## config.mk

```make
export PLATFORM = sky130hd
export DESIGN_NAME = ubx_frame_parser_unit
export DESIGN_NICKNAME = d
export VERILOG_FILES = /design/src/hdl/ubxfp_pkg.sv /design/src/hdl/ubxfp_cfg.sv /design/src/hdl/ubxfp_step.sv /design/src/hdl/ubxfp_out_reg.sv /design/src/hdl/ubx_frame_parser_unit.sv
export VERILOG_INCLUDE_DIRS = /design/src /design/src/hdl
export SDC_FILE = /design/constraint.sdc
export NUM_CORES = 1
export LEC_CHECK = 0
export ABC_AREA = 1
export BUFFER_PORTS_ARGS = -buffer_cell sky130_fd_sc_hd__buf_2
export CAP_MARGIN = 25
export CORE_ASPECT_RATIO = 2
export CORE_UTILIZATION = 54
export DETAILED_ROUTE_END_ITERATION = 12
export PLACE_DENSITY = 0.9
export RECOVER_POWER = 100
export SYNTH_ARGS = -nofsm -noshare
export SYNTH_HDL_FRONTEND = slang
export SYNTH_HIERARCHICAL = 1
export SYNTH_SLANG_ARGS = --single-unit
export TNS_END_PERCENT = 1
```

## constraint.sdc

```tcl
create_clock -name clk -period 7.2 [get_ports clk]
set_input_delay 1.8 -clock clk [delete_from_list [all_inputs] [get_ports clk]]
set_output_delay 1.8 -clock clk [all_outputs]
set_load 0.03 [all_outputs]
```

## src/hdl/ubx_frame_parser_unit_defines.svh

```systemverilog
// Assertion helpers used by the parser step logic (ubxfp_step).
`ifndef UBX_FRAME_PARSER_UNIT_DEFINES_SVH
`define UBX_FRAME_PARSER_UNIT_DEFINES_SVH

// Same-cycle implication, clocked on clk, off while rst is high.
`define UBXFP_ASSERT_NOW(label, ante, cons, msg) \
  label: assert property (@(posedge clk) disable iff (rst) (ante) |-> (cons)) \
    else $error(msg);

// Next-cycle implication, clocked on clk, off while rst is high.
`define UBXFP_ASSERT_NEXT(label, ante, cons, msg) \
  label: assert property (@(posedge clk) disable iff (rst) (ante) |=> (cons)) \
    else $error(msg);

`endif

```

## src/hdl/ubxfp_pkg.sv

```systemverilog
package ubxfp_pkg;

  localparam logic [7:0]  SYNC_FIRST_RST  = 8'hB5;
  localparam logic [7:0]  SYNC_SECOND_RST = 8'h62;
  localparam logic [15:0] MAX_LEN_RST     = 16'd512;

  localparam int unsigned ADDR_W = 4;

  localparam logic [1:0] REG_SYNC_FIRST  = 2'd0;
  localparam logic [1:0] REG_SYNC_SECOND = 2'd1;
  localparam logic [1:0] REG_MAX_LEN     = 2'd2;

  typedef enum logic [3:0] {
    PH_IDLE    = 4'd0,
    PH_SYNC2   = 4'd1,
    PH_CLASS   = 4'd2,
    PH_ID      = 4'd3,
    PH_LEN1    = 4'd4,
    PH_LEN2    = 4'd5,
    PH_PAYLOAD = 4'd6,
    PH_CK1     = 4'd7,
    PH_CK2     = 4'd8
  } phase_t;

  typedef enum logic [2:0] {
    EV_NONE    = 3'd0,
    EV_HEADER  = 3'd1,
    EV_PAYLOAD = 3'd2,
    EV_GOOD    = 3'd3,
    EV_CKBAD   = 3'd4,
    EV_SYNCERR = 3'd5,
    EV_TOOLONG = 3'd6
  } event_t;

  typedef struct packed {
    logic [7:0]  sync_first;
    logic [7:0]  sync_second;
    logic [15:0] max_len;
  } cfg_t;

  typedef struct packed {
    event_t      ev;
    logic [7:0]  msg_class;
    logic [7:0]  msg_id;
    logic [15:0] msg_length;
    logic [7:0]  payload_byte;
    logic [15:0] payload_position;
    logic [31:0] good_frames;
    logic [31:0] framing_errors;
    logic [31:0] bad_checksums;
  } res_t;

endpackage

```

## src/hdl/ubxfp_cfg.sv

```systemverilog
module ubxfp_cfg (
  input  logic                           clk,
  input  logic                           rst,
  input  logic                           psel,
  input  logic                           penable,
  input  logic                           pwrite,
  input  logic [ubxfp_pkg::ADDR_W-1:0]   paddr,
  input  logic [31:0]                    pwdata,
  output logic [31:0]                    prdata,
  output logic                           pready,
  output ubxfp_pkg::cfg_t                cfg
);
  import ubxfp_pkg::*;

  logic       wr;
  logic [1:0] idx;

  assign pready = 1'b1;
  assign wr     = psel && penable && pwrite;
  assign idx    = paddr[3:2];

  always_ff @(posedge clk) begin
    if (rst) begin
      cfg.sync_first  <= SYNC_FIRST_RST;
      cfg.sync_second <= SYNC_SECOND_RST;
      cfg.max_len     <= MAX_LEN_RST;
    end else if (wr) begin
      case (idx)
        REG_SYNC_FIRST:  cfg.sync_first  <= pwdata[7:0];
        REG_SYNC_SECOND: cfg.sync_second <= pwdata[7:0];
        REG_MAX_LEN:     cfg.max_len     <= pwdata[15:0];
        default: ;
      endcase
    end
  end

  always_comb begin
    case (idx)
      REG_SYNC_FIRST:  prdata = {24'd0, cfg.sync_first};
      REG_SYNC_SECOND: prdata = {24'd0, cfg.sync_second};
      REG_MAX_LEN:     prdata = {16'd0, cfg.max_len};
      default:         prdata = 32'd0;
    endcase
  end

endmodule

```

## src/hdl/ubxfp_step.sv

```systemverilog
`include "ubx_frame_parser_unit_defines.svh"

module ubxfp_step (
  input  logic            clk,
  input  logic            rst,
  input  logic            accept,
  input  logic [7:0]      rx_byte,
  input  ubxfp_pkg::cfg_t cfg,
  output ubxfp_pkg::res_t res
);
  import ubxfp_pkg::*;

  phase_t      phase, phase_next;
  logic [7:0]  sum_a, sum_a_next, sum_b, sum_b_next;
  logic [7:0]  class_reg, class_reg_next, id_reg, id_reg_next;
  logic [15:0] length_reg, length_reg_next;
  logic [15:0] byte_index, byte_index_next;
  logic [7:0]  received_sum_a, received_sum_a_next;
  logic [31:0] good_count, good_count_next;
  logic [31:0] framing_error_count, framing_error_count_next;
  logic [31:0] checksum_error_count, checksum_error_count_next;

  logic [7:0]  add_a, add_b;
  logic [15:0] len_full, idx_inc;
  event_t      ev;
  logic [7:0]  pbyte;
  logic [15:0] ppos;

  assign add_a    = sum_a + rx_byte;
  assign add_b    = sum_b + add_a;
  assign len_full = {rx_byte, length_reg[7:0]};
  assign idx_inc  = (byte_index != 16'hFFFF) ? byte_index + 16'd1 : byte_index;

  always_comb begin
    phase_next                = phase;
    sum_a_next                = sum_a;
    sum_b_next                = sum_b;
    class_reg_next            = class_reg;
    id_reg_next               = id_reg;
    length_reg_next           = length_reg;
    byte_index_next           = byte_index;
    received_sum_a_next       = received_sum_a;
    good_count_next           = good_count;
    framing_error_count_next  = framing_error_count;
    checksum_error_count_next = checksum_error_count;
    ev    = EV_NONE;
    pbyte = 8'd0;
    ppos  = 16'd0;
    case (phase)
      PH_IDLE: begin
        if (rx_byte == cfg.sync_first) begin
          phase_next = PH_SYNC2;
          sum_a_next = 8'd0;
          sum_b_next = 8'd0;
        end
      end
      PH_SYNC2: begin
        if (rx_byte == cfg.sync_second) begin
          phase_next = PH_CLASS;
        end else begin
          // no resync on the mismatching word
          phase_next               = PH_IDLE;
          framing_error_count_next = framing_error_count + 32'd1;
          ev                       = EV_SYNCERR;
        end
      end
      PH_CLASS: begin
        class_reg_next = rx_byte;
        sum_a_next     = add_a;
        sum_b_next     = add_b;
        phase_next     = PH_ID;
      end
      PH_ID: begin
        id_reg_next = rx_byte;
        sum_a_next  = add_a;
        sum_b_next  = add_b;
        phase_next  = PH_LEN1;
      end
      PH_LEN1: begin
        length_reg_next = {8'd0, rx_byte};
        sum_a_next      = add_a;
        sum_b_next      = add_b;
        phase_next      = PH_LEN2;
      end
      PH_LEN2: begin
        length_reg_next = len_full;
        sum_a_next      = add_a;
        sum_b_next      = add_b;
        if (len_full > cfg.max_len) begin
          phase_next               = PH_IDLE;
          framing_error_count_next = framing_error_count + 32'd1;
          ev                       = EV_TOOLONG;
        end else begin
          byte_index_next = 16'd0;
          phase_next      = (len_full == 16'd0) ? PH_CK1 : PH_PAYLOAD;
          ev              = EV_HEADER;
        end
      end
      PH_PAYLOAD: begin
        ev              = EV_PAYLOAD;
        pbyte           = rx_byte;
        ppos            = byte_index;
        sum_a_next      = add_a;
        sum_b_next      = add_b;
        byte_index_next = idx_inc;
        if (idx_inc >= length_reg) phase_next = PH_CK1;
      end
      PH_CK1: begin
        received_sum_a_next = rx_byte;
        phase_next          = PH_CK2;
      end
      PH_CK2: begin
        phase_next = PH_IDLE;
        if (received_sum_a == sum_a && rx_byte == sum_b) begin
          good_count_next = good_count + 32'd1;
          ev              = EV_GOOD;
        end else begin
          checksum_error_count_next = checksum_error_count + 32'd1;
          ev                        = EV_CKBAD;
        end
      end
      default: phase_next = PH_IDLE;
    endcase
  end

  always_comb begin
    res.ev               = ev;
    res.msg_class        = class_reg_next;
    res.msg_id           = id_reg_next;
    res.msg_length       = length_reg_next;
    res.payload_byte     = pbyte;
    res.payload_position = ppos;
    res.good_frames      = good_count_next;
    res.framing_errors   = framing_error_count_next;
    res.bad_checksums    = checksum_error_count_next;
  end

  always_ff @(posedge clk) begin
    if (rst) begin
      phase                <= PH_IDLE;
      sum_a                <= 8'd0;
      sum_b                <= 8'd0;
      class_reg            <= 8'd0;
      id_reg               <= 8'd0;
      length_reg           <= 16'd0;
      byte_index           <= 16'd0;
      received_sum_a       <= 8'd0;
      good_count           <= 32'd0;
      framing_error_count  <= 32'd0;
      checksum_error_count <= 32'd0;
    end else if (accept) begin
      phase                <= phase_next;
      sum_a                <= sum_a_next;
      sum_b                <= sum_b_next;
      class_reg            <= class_reg_next;
      id_reg               <= id_reg_next;
      length_reg           <= length_reg_next;
      byte_index           <= byte_index_next;
      received_sum_a       <= received_sum_a_next;
      good_count           <= good_count_next;
      framing_error_count  <= framing_error_count_next;
      checksum_error_count <= checksum_error_count_next;
    end
  end

  `UBXFP_ASSERT_NEXT(a_good_count_step, accept && res.ev == EV_GOOD,
    good_count == $past(good_count) + 32'd1, "good frame count did not advance")
  `UBXFP_ASSERT_NEXT(a_frame_err_step, accept && (res.ev == EV_SYNCERR || res.ev == EV_TOOLONG),
    framing_error_count == $past(framing_error_count) + 32'd1,
    "framing error count did not advance")
  `UBXFP_ASSERT_NOW(a_pos_in_range, accept && res.ev == EV_PAYLOAD,
    byte_index < length_reg, "payload position beyond header length")
  `UBXFP_ASSERT_NEXT(a_ck2_to_idle, accept && phase == PH_CK2,
    phase == PH_IDLE, "parser did not return to idle after checksum")

endmodule

```

## src/hdl/ubxfp_out_reg.sv

```systemverilog
module ubxfp_out_reg (
  input  logic            clk,
  input  logic            rst,
  input  logic            load,
  input  ubxfp_pkg::res_t d,
  input  logic            out_stall,
  output logic            out_valid,
  output ubxfp_pkg::res_t q
);
  import ubxfp_pkg::*;

  always_ff @(posedge clk) begin
    if (rst) begin
      out_valid <= 1'b0;
    end else if (load) begin
      out_valid <= 1'b1;
    end else if (!out_stall) begin
      out_valid <= 1'b0;
    end
  end

  // payload holds unless a new word is loaded
  always_ff @(posedge clk) begin
    if (load) q <= d;
  end

endmodule

```

## src/hdl/ubx_frame_parser_unit.sv

```systemverilog
// Binary frame parser: sync pair, class, id, 16-bit little-endian length,
// payload, then a two-byte Fletcher-8 checksum over class through payload.
// Input channel: in_valid / in_stall carrying one received word (rx_byte).
// Output channel: out_valid / out_stall; every accepted word yields exactly
//   one result word (event code, header fields, payload byte and position,
//   and the good-frame, framing-error and checksum-error counters).
// Latency: the result is presented on the cycle after the input is accepted.
// Throughput: one word per cycle unless stalled; the only loop is the parser
//   state update, one byte per cycle through a single add-and-compare stage.
// Stall: in_stall rises only while the result register is full and the
//   receiver stalls it; a result held there does not change.
// Reset (rst, synchronous): parser to idle, sums, header fields and
//   counters to zero, result register empty, sync bytes 0xB5 / 0x62 and
//   maximum payload length 512.
// Configuration: APB writes at 0x0 (first sync), 0x4 (second sync) and
//   0x8 (maximum payload length); write only while the parser is quiet.
module ubx_frame_parser_unit (
  input  logic                         clk,
  input  logic                         rst,
  input  logic                         in_valid,
  output logic                         in_stall,
  input  logic [7:0]                   rx_byte,
  output logic                         out_valid,
  input  logic                         out_stall,
  output logic [2:0]                   event_res,
  output logic [7:0]                   msg_class,
  output logic [7:0]                   msg_id,
  output logic [15:0]                  msg_length,
  output logic [7:0]                   payload_byte,
  output logic [15:0]                  payload_position,
  output logic [31:0]                  good_frames,
  output logic [31:0]                  framing_errors,
  output logic [31:0]                  bad_checksums,
  input  logic                         psel,
  input  logic                         penable,
  input  logic                         pwrite,
  input  logic [ubxfp_pkg::ADDR_W-1:0] paddr,
  input  logic [31:0]                  pwdata,
  output logic [31:0]                  prdata,
  output logic                         pready
);
  import ubxfp_pkg::*;

  cfg_t cfg;
  res_t step_res;
  res_t out_q;
  logic accept;

  // Stall the sender only while a finished word waits and is itself stalled.
  assign in_stall = out_valid && out_stall;
  assign accept   = in_valid && !in_stall;

  ubxfp_cfg u_cfg (
    .clk     (clk),
    .rst     (rst),
    .psel    (psel),
    .penable (penable),
    .pwrite  (pwrite),
    .paddr   (paddr),
    .pwdata  (pwdata),
    .prdata  (prdata),
    .pready  (pready),
    .cfg     (cfg)
  );

  // Parser state and the per-byte next-state / result logic.
  ubxfp_step u_step (
    .clk     (clk),
    .rst     (rst),
    .accept  (accept),
    .rx_byte (rx_byte),
    .cfg     (cfg),
    .res     (step_res)
  );

  // Result register: capture on accept, hold while stalled.
  ubxfp_out_reg u_out (
    .clk       (clk),
    .rst       (rst),
    .load      (accept),
    .d         (step_res),
    .out_stall (out_stall),
    .out_valid (out_valid),
    .q         (out_q)
  );

  assign event_res        = out_q.ev;
  assign msg_class        = out_q.msg_class;
  assign msg_id           = out_q.msg_id;
  assign msg_length       = out_q.msg_length;
  assign payload_byte     = out_q.payload_byte;
  assign payload_position = out_q.payload_position;
  assign good_frames      = out_q.good_frames;
  assign framing_errors   = out_q.framing_errors;
  assign bad_checksums    = out_q.bad_checksums;

endmodule
```

==> flow_summary_export.csv <==
group,metric,value,unit
status,outcome,"complete, but fails checks",
status,violations,"capacitance limit, slew limit",
yosys,synth_mux_area_frac,0,
clock_tree,ctsResizeCount,0,
yosys,syn_inst,2955,
clock_tree,cts_inserted_buffers,35,
yosys,yosysTopAreaCell,"edfxtp_1",
routing,route.detailed.drc,0,
finish,nNetsFinal,3201,
yosys,yosysUniqueCellTypes,46,
yosys,yosys.cell_count.top_type,"nand2_1",
timing,report.final.hold_viol_count,0,
critical_path,cpMostUsedCell,"nand2_1",
timing,grt_setup_unrepaired,"no",
yosys,yosys_warnings,6,
pwr,power_density,222.4,nW/um^2
routing,num_vias,20040,
pwr,switching_share,0.2972,
die,dieWidth,140.4,um
pwr,seq_power_share,0.468,
yosys,synth_top_family_by_area,"simple AND/OR/NAND/NOR gates",
critical_path,max_stage_delay,1.02,ns
die,rows,101,
critical_path,cp_num_cells,13,
critical_path,rr_worst_depth,6,
finish,multi_input_area,9792,sq um
critical_path,path_max_fanout,27,
global_routing,grt_max_degree,93,
yosys,synth_compound_area_frac,0.08914,
placement,io_buffers,205,
critical_path,startpoint_type,"input port",
yosys,synthAdderAreaFrac,0.03220,
clock_tree,ctsHoldBuffers,0,
critical_path,worstSetupStartpoint,"rx_byte[3]",
critical_path,regToRegEndpoint,"u_step/sum_a[2]",
critical_path,rr_startpoint,"u_out/out_valid",
timing,fin_crit,5.756,ns
pwr,peakVddDrop,0.1888,mV
pwr,p_comb_frac,0.146,
timing,max_slew_margin,-0.8903,
clock_tree,cts-root-buf,"clkbuf_16",
timing,fmax,173.7,MHz
routing,drtAntennaViolNets,0,
timing,tightest_slew,2.835,ns
yosys,synthSimpleGateAreaFrac,0.3240,
die,floorplan.initialDensity,0.5472,
placement,dpl.hpwl,41870,um
yosys,synth_top_area_share,0.2251,
clock_tree,insertion_delay,0.55,ns
global_routing,grtUsageTotal,0.3030,
timing,setup_viol,0,
finish,fin_area,22730,sq um
die,dieArea,39120,sq um
global_routing,grt_antenna_before_repair,0,
critical_path,endpoint,"u_step/byte_index[10]",
timing,period_share,0.7994,
yosys,syn_area_per_cell,6.997,sq um
clock_tree,clk_pin_slew,0.07,ns
routing,wl,59750,um
pwr,power_frac_clock,0.385,
critical_path,rrSetupSlack,2.67,ns
routing,avgRoutedWirePerCell,16.65,um
timing,skew,0.01775,ns
routing,dr.pass1.iters,6,
die,core-area,37790,sq um
critical_path,cp.arrival,6.11,ns
critical_path,path_buf_inv,2,
routing,drt_iter0_drc,1783,
pwr,power.internal,3.553,mW
yosys,ys.flop_type,"dfxtp_1",
yosys,seq_area_frac_synth,0.4236,
finish,fill_cells,3533,
pwr,p_leak,10.34,nW
finish,antennaDiodeCount,0,
critical_path,critPathSlowestCell,"nand2_2",
die,ios,241,
critical_path,end_kind,"flip-flop",
timing,fin_setup_tns,0,ns
critical_path,cpLargestDelayFamily,"simple AND/OR/NAND/NOR gates",
timing,setup_ws,1.444,ns
placement,dpl-instance-area,21800,sq um
critical_path,worst-setup-path-type,"input port to flip-flop",
min_path,hold_path.class,"flip-flop to flip-flop",
yosys,synth_area_leaders,"edfxtp_1 23%, dfxtp_1 20%, nand2_1 17%",
pwr,p_sw,1.502,mW
critical_path,cp_cell_sequence,"clkbuf_1 -> ha_1 -> nand2_1 -> inv_1 -> nand3_1 -> nor3_1 -> nand3_1 -> nand2_2 -> nand2_1 -> nand2_1 -> nand2_2 -> nand2_1 -> a21oi_1",
finish,register_area,8758,sq um
yosys,synthTopCellsByCount,"923 x nand2_1, 391 x inv_1, 301 x nand3_1, 251 x nor2_1, 205 x dfxtp_1",
clock_tree,clock-sinks,360,
finish,regMostFlops,"u_out/q",
placement,dpl_worst_slack,2.030,ns
global_routing,overflow,0,
finish,syn_to_final_growth,9.925,%
pwr,totalPowerFinal,5.055,mW
clock_tree,cts_tree,"built",
timing,report.final.slew_viol_count,227,
yosys,synthArstFlopShare,0,
yosys,syn_area,20670,sq um
clock_tree,htreeDepth,2,
clock_tree,postCtsSetupRepairBufs,0,
yosys,synth_edf_count,155,
critical_path,worst_ep_required_time,7.55,ns
finish,drive_gt1_frac,0.04096,
global_routing,grt_pass1_wl,93350,um
placement,gp_congestion,1.015,
global_routing,grt_pass1_vias,18550,
clock_tree,clock_path_buffers,3,
job,cap_violations,4,
yosys,ys_ff_latch,360,
yosys,synth_xor_area_frac,0.02663,
finish,largest_reg_flops,155,
routing,vias_per_cell,5.584,
die,fp.dieH,278.7,um
## per-stage QoR
step	std cells	util	hold slack, ns
after floorplan	2970	-	0.4522
after global placement	3523	0.5770	0.4604
after detailed placement	3523	0.5770	0.4638
after CTS	3587	0.6088	0.4736
after global routing	3588	0.6015	0.4953
final	3588	0.6015	0.4739
## power by group through the flow
stage               sequential (mW)  clock [mW]  combinational [mW]
floorplan                      2.52           0               0.423
global placement               2.41           0               0.734
detailed placement             2.41           0               0.751
CTS                            2.36        1.98               0.756
global route                   2.38        2.04               0.816
finish                         2.37        1.95               0.740
## worst min path at each step
stage | slack, ns | endpoint | cells after the start | startpoint
final | 0.47 | u_step/received_sum_a[1] | 2 | u_step/received_sum_a[1]
after global routing | 0.50 | u_step/received_sum_a[7] | 2 | u_step/received_sum_a[7]
after CTS | 0.47 | u_step/received_sum_a[1] | 2 | u_step/received_sum_a[1]
after detailed placement | 0.46 | u_step/received_sum_a[1] | 2 | u_step/received_sum_a[1]
after global placement | 0.46 | u_step/received_sum_a[5] | 2 | u_step/received_sum_a[5]
after floorplan | 0.45 | u_step/byte_index[14] | 2 | u_step/byte_index[14]
## worst register-to-register path, stage by stage, from the launching register on
cell and delay [ns]:
dfxtp_1 0.33, a21oi_1 0.31, clkbuf_1 2.04, nand2_1 0.48, nor2_1 0.89, nand2_1 0.14, a21oi_1 0.23
## cells in the final DEF (no fill, tap or decap), drive strengths merged, types with 10 or more instances in the layout
cell type  synthesis  layout
nor2             259     259
xnor2             16      16
o22ai             10      10
ha                50      50
buf               68      34
edfxtp           155     155
nand4             40      40
conb               2      17
nor3              47      47
o21ai            131     131
a21oi            198     198
clkbuf            61     229
xor2              46      46
clkinv             0      10
inv              398     403
nand3            304     304
nand2            931     931
o211ai            10      10
dfxtp            205     205
## per-layer routing
metal / routed length (um) / global-route usage
met4: 4279 / 0.2263
met3: 3987 / 0.03910
met2: 30750 / 0.5591
met1: 20740 / 0.3086
met5: 0 / 0
## final cells by class
type,count,area share
multi-input combinational,2083,0.4309
clock inverter,21,0.01024
timing repair buffer,220,0.03958
inverter,398,0.06584
sequential,360,0.3854
clock buffer,43,0.04261
tap,463,0.02549
## logic make-up after synthesis
| kind of cell | Yosys count |
|---|---|
| and+or+nand+nor | 1596 |
| buffers and inverters | 527 |
| DFF | 360 |
| AOI/OAI and AO/OA | 356 |
| xor gates and xnor gates | 62 |
| adders and majority gates | 52 |
| other | 2 |
No activity file was read; power rests on OpenSTA's default activity.
